===== src/rtl/sha_pkg.sv =====
// sha_pkg: shared types, constants and round functions for the sha-256 stream hasher
// no dependencies
`default_nettype none
package sha_pkg;

  localparam int QueueDepth = 4;

  typedef struct packed {
    logic [31:0] word;
    logic        final_blk;
  } word_item_t;

  typedef enum logic [1:0] {F_IN, F_PAD80, F_PADZ, F_LEN} front_state_t;
  typedef enum logic [1:0] {B_RND, B_FIN, B_OUT} back_state_t;

  localparam logic [7:0] PadByte = 8'h80;
  localparam logic [5:0] LenPos = 6'd56;

  localparam logic [31:0] InitHash [8] = '{
    32'h6a09e667, 32'hbb67ae85, 32'h3c6ef372, 32'ha54ff53a,
    32'h510e527f, 32'h9b05688c, 32'h1f83d9ab, 32'h5be0cd19};

  localparam logic [31:0] RoundK [64] = '{
    32'h428a2f98, 32'h71374491, 32'hb5c0fbcf, 32'he9b5dba5, 32'h3956c25b, 32'h59f111f1,
    32'h923f82a4, 32'hab1c5ed5, 32'hd807aa98, 32'h12835b01, 32'h243185be, 32'h550c7dc3,
    32'h72be5d74, 32'h80deb1fe, 32'h9bdc06a7, 32'hc19bf174, 32'he49b69c1, 32'hefbe4786,
    32'h0fc19dc6, 32'h240ca1cc, 32'h2de92c6f, 32'h4a7484aa, 32'h5cb0a9dc, 32'h76f988da,
    32'h983e5152, 32'ha831c66d, 32'hb00327c8, 32'hbf597fc7, 32'hc6e00bf3, 32'hd5a79147,
    32'h06ca6351, 32'h14292967, 32'h27b70a85, 32'h2e1b2138, 32'h4d2c6dfc, 32'h53380d13,
    32'h650a7354, 32'h766a0abb, 32'h81c2c92e, 32'h92722c85, 32'ha2bfe8a1, 32'ha81a664b,
    32'hc24b8b70, 32'hc76c51a3, 32'hd192e819, 32'hd6990624, 32'hf40e3585, 32'h106aa070,
    32'h19a4c116, 32'h1e376c08, 32'h2748774c, 32'h34b0bcb5, 32'h391c0cb3, 32'h4ed8aa4a,
    32'h5b9cca4f, 32'h682e6ff3, 32'h748f82ee, 32'h78a5636f, 32'h84c87814, 32'h8cc70208,
    32'h90befffa, 32'ha4506ceb, 32'hbef9a3f7, 32'hc67178f2};

  function automatic logic [31:0] ssig0(input logic [31:0] x);
    return {x[6:0], x[31:7]} ^ {x[17:0], x[31:18]} ^ {3'b000, x[31:3]};
  endfunction

  function automatic logic [31:0] ssig1(input logic [31:0] x);
    return {x[16:0], x[31:17]} ^ {x[18:0], x[31:19]} ^ {10'd0, x[31:10]};
  endfunction

  function automatic logic [31:0] bsig0(input logic [31:0] x);
    return {x[1:0], x[31:2]} ^ {x[12:0], x[31:13]} ^ {x[21:0], x[31:22]};
  endfunction

  function automatic logic [31:0] bsig1(input logic [31:0] x);
    return {x[5:0], x[31:6]} ^ {x[10:0], x[31:11]} ^ {x[24:0], x[31:25]};
  endfunction

endpackage
`default_nettype wire


===== src/rtl/sha_if.sv =====
// sha_if: byte input and digest output channel interfaces
// no dependencies
`default_nettype none
interface sha_byte_if;
  logic       valid;
  logic       ready;
  logic [7:0] data_byte;
  logic       byte_valid;
  logic       message_end;
  modport source (output valid, data_byte, byte_valid, message_end, input ready);
  modport sink (input valid, data_byte, byte_valid, message_end, output ready);
endinterface

interface sha_digest_if;
  logic        valid;
  logic        ready;
  logic [31:0] digest_word;
  logic [2:0]  word_index;
  logic        last_word;
  modport source (output valid, digest_word, word_index, last_word, input ready);
  modport sink (input valid, digest_word, word_index, last_word, output ready);
endinterface
`default_nettype wire


===== src/rtl/sha256_stream_hasher_top.sv =====
// sha256_stream_hasher_top: sha-256 over a byte stream, digest out as eight words
// depends on sha_pkg, sha_if, sha_front, sha_fifo, sha_back
//
// in_ch: one transaction per item, with an optional message byte and an end flag.
// out_ch: eight transactions per finished message, digest words 0..7, last_word
// high on word 7.
// the front takes one item per cycle while the word queue has room; it pads a
// finished message itself at one byte per cycle while the queue has room and
// holds in_ch.ready low meanwhile.
// the back runs one round per cycle: 64 rounds and then the chaining add per
// 64-byte block; the first 16 rounds take one queued word each and wait for it.
// with the default queue depth of 4 words the queue holds only 16 bytes while
// rounds 16..63 run, so the front stalls and in_ch.ready falls meanwhile.
// the first digest word appears in the cycle after the chaining add, and each
// word stays until out_ch accepts it; while out_ch stalls the back holds, the
// queue fills and in_ch.ready falls.
// reset (rst, synchronous) empties the queue and restarts at the initial hash.
`default_nettype none
module sha256_stream_hasher_top #(
  parameter int QueueDepth = sha_pkg::QueueDepth
) (
  input  wire logic     clk,
  input  wire logic     rst,
  sha_byte_if.sink      in_ch,
  sha_digest_if.source  out_ch
);

  sha_pkg::word_item_t push_item, pop_item;
  logic push, pop, full, empty;

  sha_front u_front (
    .clk(clk), .rst(rst), .in_ch(in_ch),
    .q_full(full), .q_push(push), .q_item(push_item)
  );

  sha_fifo #(.Depth(QueueDepth)) u_fifo (
    .clk(clk), .rst(rst), .push(push), .push_item(push_item),
    .pop(pop), .pop_item(pop_item), .full(full), .empty(empty)
  );

  sha_back u_back (
    .clk(clk), .rst(rst), .q_item(pop_item), .q_empty(empty),
    .q_pop(pop), .out_ch(out_ch)
  );

endmodule
`default_nettype wire


===== src/rtl/sha_front.sv =====
// sha_front: takes bytes, pads messages and packs 32-bit words into the queue
// depends on sha_pkg and sha_if
`default_nettype none
module sha_front (
  input  wire logic         clk,
  input  wire logic         rst,
  sha_byte_if.sink          in_ch,
  input  wire logic         q_full,
  output logic              q_push,
  output sha_pkg::word_item_t q_item
);

  sha_pkg::front_state_t state, state_next;
  logic [5:0]  fill;
  logic [23:0] acc;
  logic [63:0] bits;
  logic        push_en;
  logic [7:0]  push_val;
  logic [63:0] len_shift;

  assign len_shift = bits << {fill[2:0], 3'b000};

  always_comb begin
    state_next = state;
    case (state)
      sha_pkg::F_IN: begin
        if (in_ch.valid && !q_full && in_ch.message_end) state_next = sha_pkg::F_PAD80;
      end
      sha_pkg::F_PAD80: begin
        if (!q_full) state_next = (fill == sha_pkg::LenPos - 6'd1) ? sha_pkg::F_LEN
                                                                    : sha_pkg::F_PADZ;
      end
      sha_pkg::F_PADZ: begin
        if (!q_full && fill == sha_pkg::LenPos - 6'd1) state_next = sha_pkg::F_LEN;
      end
      sha_pkg::F_LEN: begin
        if (!q_full && fill == 6'd63) state_next = sha_pkg::F_IN;
      end
      default: state_next = sha_pkg::F_IN;
    endcase
  end

  always_comb begin
    in_ch.ready = 1'b0;
    push_en = 1'b0;
    push_val = 8'd0;
    case (state)
      sha_pkg::F_IN: begin
        in_ch.ready = !q_full;
        push_en = in_ch.valid && !q_full && in_ch.byte_valid;
        push_val = in_ch.data_byte;
      end
      sha_pkg::F_PAD80: begin
        push_en = !q_full;
        push_val = sha_pkg::PadByte;
      end
      sha_pkg::F_PADZ: begin
        push_en = !q_full;
      end
      sha_pkg::F_LEN: begin
        push_en = !q_full;
        push_val = len_shift[63:56];
      end
      default: push_en = 1'b0;
    endcase
  end

  assign q_push = push_en && (fill[1:0] == 2'b11);
  assign q_item.word = {acc, push_val};
  assign q_item.final_blk = (state == sha_pkg::F_LEN) && (fill == 6'd63);

  always_ff @(posedge clk) begin
    if (rst) begin
      state <= sha_pkg::F_IN;
      fill <= '0;
      bits <= '0;
    end else begin
      state <= state_next;
      if (push_en) fill <= fill + 6'd1;
      if (state == sha_pkg::F_IN && in_ch.valid && !q_full && in_ch.byte_valid)
        bits <= bits + 64'd8;
      else if (q_item.final_blk && push_en)
        bits <= '0;
    end
  end

  always_ff @(posedge clk) begin
    if (push_en) acc <= {acc[15:0], push_val};
  end

endmodule
`default_nettype wire


===== src/rtl/sha_fifo.sv =====
// sha_fifo: short word queue between the front and the compression engine
// depends on sha_pkg
`default_nettype none
module sha_fifo #(
  parameter int Depth = sha_pkg::QueueDepth
) (
  input  wire logic           clk,
  input  wire logic           rst,
  input  wire logic           push,
  input  sha_pkg::word_item_t push_item,
  input  wire logic           pop,
  output sha_pkg::word_item_t pop_item,
  output logic                full,
  output logic                empty
);

  localparam int PtrW = (Depth > 1) ? $clog2(Depth) : 1;
  localparam int CntW = $clog2(Depth + 1);
  localparam logic [PtrW-1:0] LastPtr = PtrW'(Depth - 1);

  sha_pkg::word_item_t mem [Depth];
  logic [PtrW-1:0] wptr, rptr;
  logic [CntW-1:0] count;

  assign full = (count == CntW'(Depth));
  assign empty = (count == '0);
  assign pop_item = mem[rptr];

  always_ff @(posedge clk) begin
    if (rst) begin
      wptr <= '0;
      rptr <= '0;
      count <= '0;
    end else begin
      if (push) wptr <= (wptr == LastPtr) ? '0 : wptr + PtrW'(1);
      if (pop) rptr <= (rptr == LastPtr) ? '0 : rptr + PtrW'(1);
      if (push && !pop) count <= count + CntW'(1);
      else if (pop && !push) count <= count - CntW'(1);
    end
  end

  always_ff @(posedge clk) begin
    if (push) mem[wptr] <= push_item;
  end

endmodule
`default_nettype wire


===== src/rtl/sha_back.sv =====
// sha_back: 64-round compression engine with rolling schedule and digest output
// depends on sha_pkg and sha_if
`default_nettype none
module sha_back (
  input  wire logic           clk,
  input  wire logic           rst,
  input  sha_pkg::word_item_t q_item,
  input  wire logic           q_empty,
  output logic                q_pop,
  sha_digest_if.source        out_ch
);

  sha_pkg::back_state_t state, state_next;
  logic [5:0]  t;
  logic [2:0]  idx;
  logic        final_q;
  logic [31:0] chain [8];
  logic [31:0] v [8];
  logic [31:0] win [16];
  logic        step;
  logic [31:0] w_cur, w_sched, t1, t2;

  assign w_sched = sha_pkg::ssig1(win[14]) + win[9] + sha_pkg::ssig0(win[1]) + win[0];
  assign w_cur = (t[5:4] == 2'b00) ? q_item.word : w_sched;
  assign q_pop = (state == sha_pkg::B_RND) && (t[5:4] == 2'b00) && !q_empty;
  assign step = (state == sha_pkg::B_RND) && ((t[5:4] != 2'b00) || !q_empty);
  assign t1 = v[7] + sha_pkg::bsig1(v[4]) + ((v[4] & v[5]) ^ (~v[4] & v[6]))
            + sha_pkg::RoundK[t] + w_cur;
  assign t2 = sha_pkg::bsig0(v[0]) + ((v[0] & v[1]) ^ (v[0] & v[2]) ^ (v[1] & v[2]));

  always_comb begin
    state_next = state;
    case (state)
      sha_pkg::B_RND: if (step && t == 6'd63) state_next = sha_pkg::B_FIN;
      sha_pkg::B_FIN: state_next = final_q ? sha_pkg::B_OUT : sha_pkg::B_RND;
      sha_pkg::B_OUT: if (out_ch.ready && idx == 3'd7) state_next = sha_pkg::B_RND;
      default: state_next = sha_pkg::B_RND;
    endcase
  end

  always_comb begin
    out_ch.valid = (state == sha_pkg::B_OUT);
    out_ch.digest_word = chain[idx];
    out_ch.word_index = idx;
    out_ch.last_word = (idx == 3'd7);
  end

  always_ff @(posedge clk) begin
    if (rst) begin
      state <= sha_pkg::B_RND;
      t <= '0;
      idx <= '0;
      final_q <= 1'b0;
      for (int i = 0; i < 8; i++) begin
        chain[i] <= sha_pkg::InitHash[i];
        v[i] <= sha_pkg::InitHash[i];
      end
    end else begin
      state <= state_next;
      case (state)
        sha_pkg::B_RND: begin
          if (step) begin
            t <= t + 6'd1;
            if (q_pop && t == 6'd15) final_q <= q_item.final_blk;
            v[0] <= t1 + t2;
            v[1] <= v[0];
            v[2] <= v[1];
            v[3] <= v[2];
            v[4] <= v[3] + t1;
            v[5] <= v[4];
            v[6] <= v[5];
            v[7] <= v[6];
          end
        end
        sha_pkg::B_FIN: begin
          for (int i = 0; i < 8; i++) begin
            chain[i] <= chain[i] + v[i];
            v[i] <= chain[i] + v[i];
          end
        end
        sha_pkg::B_OUT: begin
          if (out_ch.ready) begin
            idx <= idx + 3'd1;
            if (idx == 3'd7) begin
              final_q <= 1'b0;
              for (int i = 0; i < 8; i++) begin
                chain[i] <= sha_pkg::InitHash[i];
                v[i] <= sha_pkg::InitHash[i];
              end
            end
          end
        end
        default: t <= '0;
      endcase
    end
  end

  always_ff @(posedge clk) begin
    if (step) begin
      for (int i = 0; i < 15; i++) win[i] <= win[i+1];
      win[15] <= w_cur;
    end
  end

endmodule
`default_nettype wire

===== src/flat_wrapper.sv =====
// flat-port wrapper written by rule: the top's interface ports become plain ports
module sha256_stream_hasher_top_flat 
#(
  parameter int QueueDepth = sha_pkg::QueueDepth
)
  (clk, rst, in_ch_valid, in_ch_data_byte, in_ch_byte_valid, in_ch_message_end, in_ch_ready, out_ch_valid, out_ch_digest_word, out_ch_word_index, out_ch_last_word, out_ch_ready);
  sha_byte_if in_ch_i ();
  sha_digest_if out_ch_i ();
  input  wire logic clk;
  input  wire logic rst;
  input wire logic [$bits(in_ch_i.valid)-1:0] in_ch_valid;
  input wire logic [$bits(in_ch_i.data_byte)-1:0] in_ch_data_byte;
  input wire logic [$bits(in_ch_i.byte_valid)-1:0] in_ch_byte_valid;
  input wire logic [$bits(in_ch_i.message_end)-1:0] in_ch_message_end;
  output wire logic [$bits(in_ch_i.ready)-1:0] in_ch_ready;
  output wire logic [$bits(out_ch_i.valid)-1:0] out_ch_valid;
  output wire logic [$bits(out_ch_i.digest_word)-1:0] out_ch_digest_word;
  output wire logic [$bits(out_ch_i.word_index)-1:0] out_ch_word_index;
  output wire logic [$bits(out_ch_i.last_word)-1:0] out_ch_last_word;
  input wire logic [$bits(out_ch_i.ready)-1:0] out_ch_ready;
  assign in_ch_i.valid = in_ch_valid;
  assign in_ch_i.data_byte = in_ch_data_byte;
  assign in_ch_i.byte_valid = in_ch_byte_valid;
  assign in_ch_i.message_end = in_ch_message_end;
  assign in_ch_ready = in_ch_i.ready;
  assign out_ch_valid = out_ch_i.valid;
  assign out_ch_digest_word = out_ch_i.digest_word;
  assign out_ch_word_index = out_ch_i.word_index;
  assign out_ch_last_word = out_ch_i.last_word;
  assign out_ch_i.ready = out_ch_ready;
  sha256_stream_hasher_top #(.QueueDepth(QueueDepth)) u_core (.clk(clk), .rst(rst), .in_ch(in_ch_i), .out_ch(out_ch_i));
endmodule

===== config.mk =====
export PLATFORM = sky130hd
export DESIGN_NAME = sha256_stream_hasher_top_flat
export DESIGN_NICKNAME = d
export VERILOG_FILES = /design/src/rtl/sha_pkg.sv /design/src/rtl/sha_if.sv /design/src/rtl/sha256_stream_hasher_top.sv /design/src/rtl/sha_front.sv /design/src/rtl/sha_fifo.sv /design/src/rtl/sha_back.sv /design/src/flat_wrapper.sv
export SDC_FILE = /design/constraint.sdc
export NUM_CORES = 2
export LEC_CHECK = 0
export BUFFER_PORTS_ARGS = -buffer_cell sky130_fd_sc_hd__buf_2
export CELL_PAD_IN_SITES_DETAIL_PLACEMENT = 1
export CELL_PAD_IN_SITES_GLOBAL_PLACEMENT = 1
export CORE_UTILIZATION = 47
export CTS_CLUSTER_SIZE = 10
export DETAILED_ROUTE_END_ITERATION = 12
export GPL_TIMING_DRIVEN = 1
export PLACE_DENSITY = 0.88
export SLEW_MARGIN = 15
export SYNTH_ARGS = -nofsm -noshare
export SYNTH_HDL_FRONTEND = slang
export SYNTH_SLANG_ARGS = --single-unit

===== constraint.sdc =====
create_clock -name clk -period 17 [get_ports clk]
set_input_delay 0 -clock clk [delete_from_list [all_inputs] [get_ports clk]]
set_output_delay 0 -clock clk [all_outputs]
set_load 0.005 [all_outputs]

# == After elaboration in Yosys (flattened, before gate mapping) ==
# Memory sizes are Yosys's and may differ from the RTL's. A register that Yosys moved wholly into a read port is not among the register bits.
# Cells that the tools add are included.
# totals
out_inout_bits,38
rom_bits,2048
inputBits,14
register_bits,115
ramBits,1156
n_memories,5
# mem_list
memory,words,width,read_ports,rd_clocked_by_memory_dff,write_ports,line_no,rtl
(name not given),64,32,1,0,0,sha_back.sv:28,+ sha_pkg::RoundK[t] + w_cur;
u_core.u_back.win,16,32,16,0,16,sha_back.sv:19,logic [31:0] win [16];
u_core.u_back.chain,8,32,9,1,8,sha_back.sv:17,logic [31:0] chain [8];
u_core.u_back.v,8,32,8,0,8,sha_back.sv:18,logic [31:0] v [8];
u_core.u_fifo.mem,4,33,1,1,1,sha_fifo.sv:21,sha_pkg::word_item_t mem [Depth];
# op_classes
reduce_logical,39
add_sub_neg,26
bitwise,59
n_mux,90
n_eq_ne,24
n_shift,1
n_lt_le_gt_ge,1
# ops
operator,n
32-bit two-way mux,43
32-bit adder,18
32-bit bitwise XOR,9
32-bit bitwise AND,5
64-bit two-way mux,2
64-bit by 4-bit adder with 64-bit output (second input constant),1
64-bit by 6-bit left shift with 64-bit output,1
1-bit bitwise OR,40
32-bit NOT,1
32-bit by 22-bit bitwise XOR with 32-bit output,1
32-bit by 29-bit bitwise XOR with 32-bit output,1
8-bit one-hot mux with 3 select lines,1
1-bit two-way mux,23
2-bit two-way mux,11
1-bit logical AND,19
6-bit equality test (second input constant),3
6-bit by 1-bit adder with 6-bit output (second input constant),2
2-bit equality test (second input constant),6
3-bit two-way mux,4
6-bit one-hot mux with 2 select lines,1
2-bit by 1-bit inequality test with 1-bit output (second input constant),5
2-bit inequality test (second input constant),5
2-bit one-hot mux with 4 select lines,1
2-bit nonzero test,4
21 further kinds,33

# == Logic depth before layout (Yosys ltp) ==
# An unclocked memory read counts as a cell.
# depth
word_depth,12
ltp_mapped,46
ltp_nobuf,46

# == Hierarchy ==
# A second synthesis with hierarchy kept.
# hier_totals
cells_unflattened,7110
hier_area_um2,75979.1
# by_module_without_submodules
module,n_inst,cells_per_inst,area_each_um2
sha_back,1,6287,65350.2
sha_front,1,606,5380.2
sha_fifo,1,217,5248.8

# == Worst setup path after synthesis ==
# No wires, ideal clock.
# synth_path
path_type,register -> register
startpoint,register u_core.u_back.t[4]
endpoint,memory u_core.u_back.v[7][21] (netlist: u_core.u_back.v[1][117])
t_required_ns,16.870
period_less_slack_ns,16.674
path_slack_ns,0.326
arrival_ns,16.544
stages_incl_launch_ff,11
cell_sequence,dfxtp_1 > clkbuf_1 > nor2_1 > nand2_1 > nand2_1 > clkbuf_1 > clkinv_1 > clkbuf_1 > buf_1 > a21oi_1 > a22oi_1
# synth_rtl
element,line_no,rtl
start: declaration,sha_back.sv:14,logic [5:0] t;
start signal: assignment,sha_back.sv:63,t <= t + 6'd1;
end: declaration,sha_back.sv:18,

==> results by group <==
Setup path
  – Data arrival, critical path: ~13 ns
  – Worst-path fanout max: 5
  – Critical R2R Launch: u_core.u_back.win[1][210]$_DFFE_PP_
  – Crit. End Element: flop
  – CP max stage delay: about 0.64 ns
  – Crit path max-delay cell type: o21ai_0
  – Worst Reg-to-Reg Cells: 44
  – Worst Setup Start Kind: flop
  – CP most frequent cell: fa_1
  – Critical Path RT: about 18 ns
  – Setup CP Type: reg -> reg
  – Worst R2R End: u_core.u_back.v[0][29]$_SDFFE_PP1P_
  – Worst R2R Setup Slack: between 4 and 5 ns

GRT
  – Via count of the first global-routing pass: just over 60000
  – Total congestion overflow: 0
  – Global-route wire length before repair: about 400000 um
  – Gr usage total: 0.326
  – Largest net degree at the start of global routing: ~190
  – Antenna violations before repair: 6

Clocking
  – Post-CTS setup buffers: 0
  – Clock transition at path regs: ~0.060 ns
  – Worst skew pair latency: 0.85 ns
  – CTS HTree Levels: 4
  – Buffer depth of the longest clock path: 3
  – CTS tree: done
  – Clock buffer count from CTS: 154
  – Resized Gates After CTS: 0
  – Root Buffer: clkbuf_16
  – TritonCTS Sinks: 1273

Timing
  – Final setup viols: 0
  – Fin crit period: between 10 and 15 ns
  – Setup TNS: 0 ns
  – Post-route clock period utilization: 0.706
  – Max frequency: ~0.083 GHz
  – Final hold viol count: 0
  – Max Slew Vio Count: 0
  – Pin slew with the least headroom to its limit: approximately 1.2 ns
  – Relative slew slack: 0.167
  – Setup Skew: 0.0641 ns
  – RSZ-0062 raised after global routing: false

Min path
  – Worst hold path stage count: 4
  – Hold Crit Start: out_ch_ready
  – Hold Crit Class: in -> reg

Placed design
  – PortBufs: a little over 50
  – Detailed Place HPWL: about 190000 um
  – Placer congestion estimate: just over 1

Detailed routing
  – Drt initial violations: between 5000 and 6000
  – Routed length per instance: approximately 29 um
  – DR DRC count: 0
  – Post-DRT Antenna Nets: 0
  – Number of vias per cell: roughly 6.4
  – DR pass1 iterations: 6
  – Vias: around 60000
  – Total Wirelength: about 270000 um

Yosys
  – Post-synthesis area per instance: approximately 11 um2
  – Synth Register Bits: approximately 1300
  – Sequential area share after synthesis: 0.459
  – Yosys warns: 0
  – Netlist Area Pre-Place: 75600 um2
  – Gate Count Post-Synth: 7078
  – Asr flop ratio synth: 0
  – Netlist cell types: 95
  – Post-synth EDFFs: slightly above 900
  – Mapped Nets: roughly 7700
  – Ys flop type: edfxtp_1

Die
  – Die area: about 160000 um2
  – Core area: 159000 um2
  – FP Rows: 146
  – Die X: 403 um
  – Die height: 403 um
  – Initial core utilization: 0.475
  – Ports: between 50 and 60

Run
  – Number of max-cap violations: 0

Cells and area
  – Most common cell after layout, fill and taps aside: edfxtp_1
  – FILL cells: 17000
  – Share of layout cells above drive strength 1: 0.0865
  – Area Growth Syn to Fin: 9.67%
  – Nets: 7682
  – Most frequent cells in the layout: edfxtp_1 (924), nand2_1 (619), a21oi_1 (601)
  – Register Area: 34800 um2
  – Multi-input logic area: ~38000 um2

Status
  – Status: complete, no violations
-- flip-flops by register name (all words and copies together) (netlist names), named ones only --
signal and flops:
u_core.u_back.chain 256, u_core.u_back.win 512, u_core.u_fifo.count 3, u_core.u_back.t 6, u_core.u_fifo.rptr 2, u_core.u_front.bits 61
u_core.u_fifo.mem 132, u_core.u_front.state 2, u_core.u_front.fill 6, u_core.u_back.v 256, u_core.u_front.acc 24, u_core.u_back.out_ch.word_index 3
u_core.u_back.final_q 1, u_core.u_back.state 2, u_core.u_fifo.wptr 2
-- synthesized netlist by cell type (26+ instances only) --
master / count / area [um2]
edfxtp_1: 924 / 27700
inv_1: 437 / 1640
o21a_1: 74 / 556
xnor2_1: 408 / 3570
ha_1: 425 / 5320
o21bai_1: 41 / 308
nor2b_1: 43 / 269
mux2_2: 79 / 890
a31oi_1: 45 / 282
dfxtp_1: 349 / 6990
o21ai_0: 444 / 2220
nand2_1: 621 / 2330
and3_1: 59 / 369
o211ai_1: 100 / 751
xor2_1: 186 / 1630
or2_2: 32 / 200
clkbuf_1: 264 / 991
a21o_1: 207 / 1550
fa_1: 198 / 3960
a21oi_1: 602 / 3010
nor2_1: 468 / 1760
nor3_1: 80 / 400
nand3_1: 150 / 751
mux2i_1: 44 / 440
mux4_2: 116 / 2610
a211oi_1: 63 / 473
or3_1: 49 / 307
and2_1: 26 / 163
nand2b_1: 67 / 419
buf_1: 59 / 221
nand4_1: 39 / 244
-- cells by family after synthesis --
family | after synthesis | share of synthesized area
AO/OA/AOI/OAI | 1862 | 0.154
AND/OR/NAND/NOR | 1711 | 0.103
buffers and inverters | 770 | 0.0390
multiplexers | 240 | 0.0523
flip-flops | 1273 | 0.459
XOR/XNOR | 594 | 0.0688
adder cells (fa/ha/maj) | 628 | 0.123
-- per-layer routing --
metal / vias up / wire length [um] / global-route usage / part of all wire
li1: 25600 / - / - / -
met1: 30100 / 106000 / 0.422 / 0.40
met2: 2943 / 123000 / 0.519 / 0.46
met3: 777 / 22300 / 0.0608 / 0.083
met4: 2 / 16300 / 0.175 / 0.061
met5: - / 13 / 0 / 0.000049
-- repair_timing --
item	4_1_cts	5_1_grt
endpoints found under the setup margin	0	0
hold buffers	15	0
hold endpoints to repair	80	0
-- critical path: cells and delay by family, from the launching register on --
kind / cells / cell delay [ns]
fa+ha+maj: 10 / 4.38
compound gates: 17 / 4.33
buf+inv: 6 / 0.46
simple gates: 6 / 1.01
xor+xnor: 5 / 1.16
flops: 1 / 0.51
-- worst max path at each step --
stage / startpoint / to / slack (ns)
after CTS: u_core.u_back.win[1][210]$_DFFE_PP_ / u_core.u_back.v[0][29]$_SDFFE_PP1P_ / 5.22
after global placement: u_core.u_back.win[1][210]$_DFFE_PP_ / u_core.u_back.v[0][29]$_SDFFE_PP1P_ / 5.77
final: u_core.u_back.win[1][210]$_DFFE_PP_ / u_core.u_back.v[0][29]$_SDFFE_PP1P_ / 5.00
after floorplan: u_core.u_back.t[4]$_SDFFE_PP0P_ / u_core.u_back.v[1][117]$_SDFFE_PP1P_ / 0.33
after detailed placement: u_core.u_back.win[1][210]$_DFFE_PP_ / u_core.u_back.v[0][29]$_SDFFE_PP1P_ / 5.37
after global routing: u_core.u_back.win[1][212]$_DFFE_PP_ / u_core.u_back.v[0][28]$_SDFFE_PP0P_ / 4.63
-- area by class of cell --
| cell class | instances | area share |
|---|---|---|
| inverter | 439 | 0.0200 |
| antenna | 3 | 0.0000905 |
| sequential | 1273 | 0.419 |
| multi-input combinational | 5035 | 0.459 |
| clock buffer | 222 | 0.0503 |
| tap | 2146 | 0.0324 |
| clock inverter | 33 | 0.00700 |
| timing repair buffer | 142 | 0.0124 |
-- through the flow --
step | hold WS (ns) | cells | setup WS, ns | util | instance area, um2
after detailed placement | 0.361 | 9020 | 5.37 | 0.491 | 78000
after CTS | 0.0495 | 9290 | 5.22 | 0.521 | 83000
final | 0.0980 | 9293 | 5.00 | 0.521 | 83000
after floorplan | 0.174 | 7078 | 0.326 | - | 75600
after global placement | 0.333 | 9020 | 5.77 | 0.491 | 78000
after global routing | 0.0930 | 9291 | 4.63 | 0.521 | 83000
Power is not shown: default switching activity piles up to over one toggle a cycle in this logic, so the estimate is an artifact.
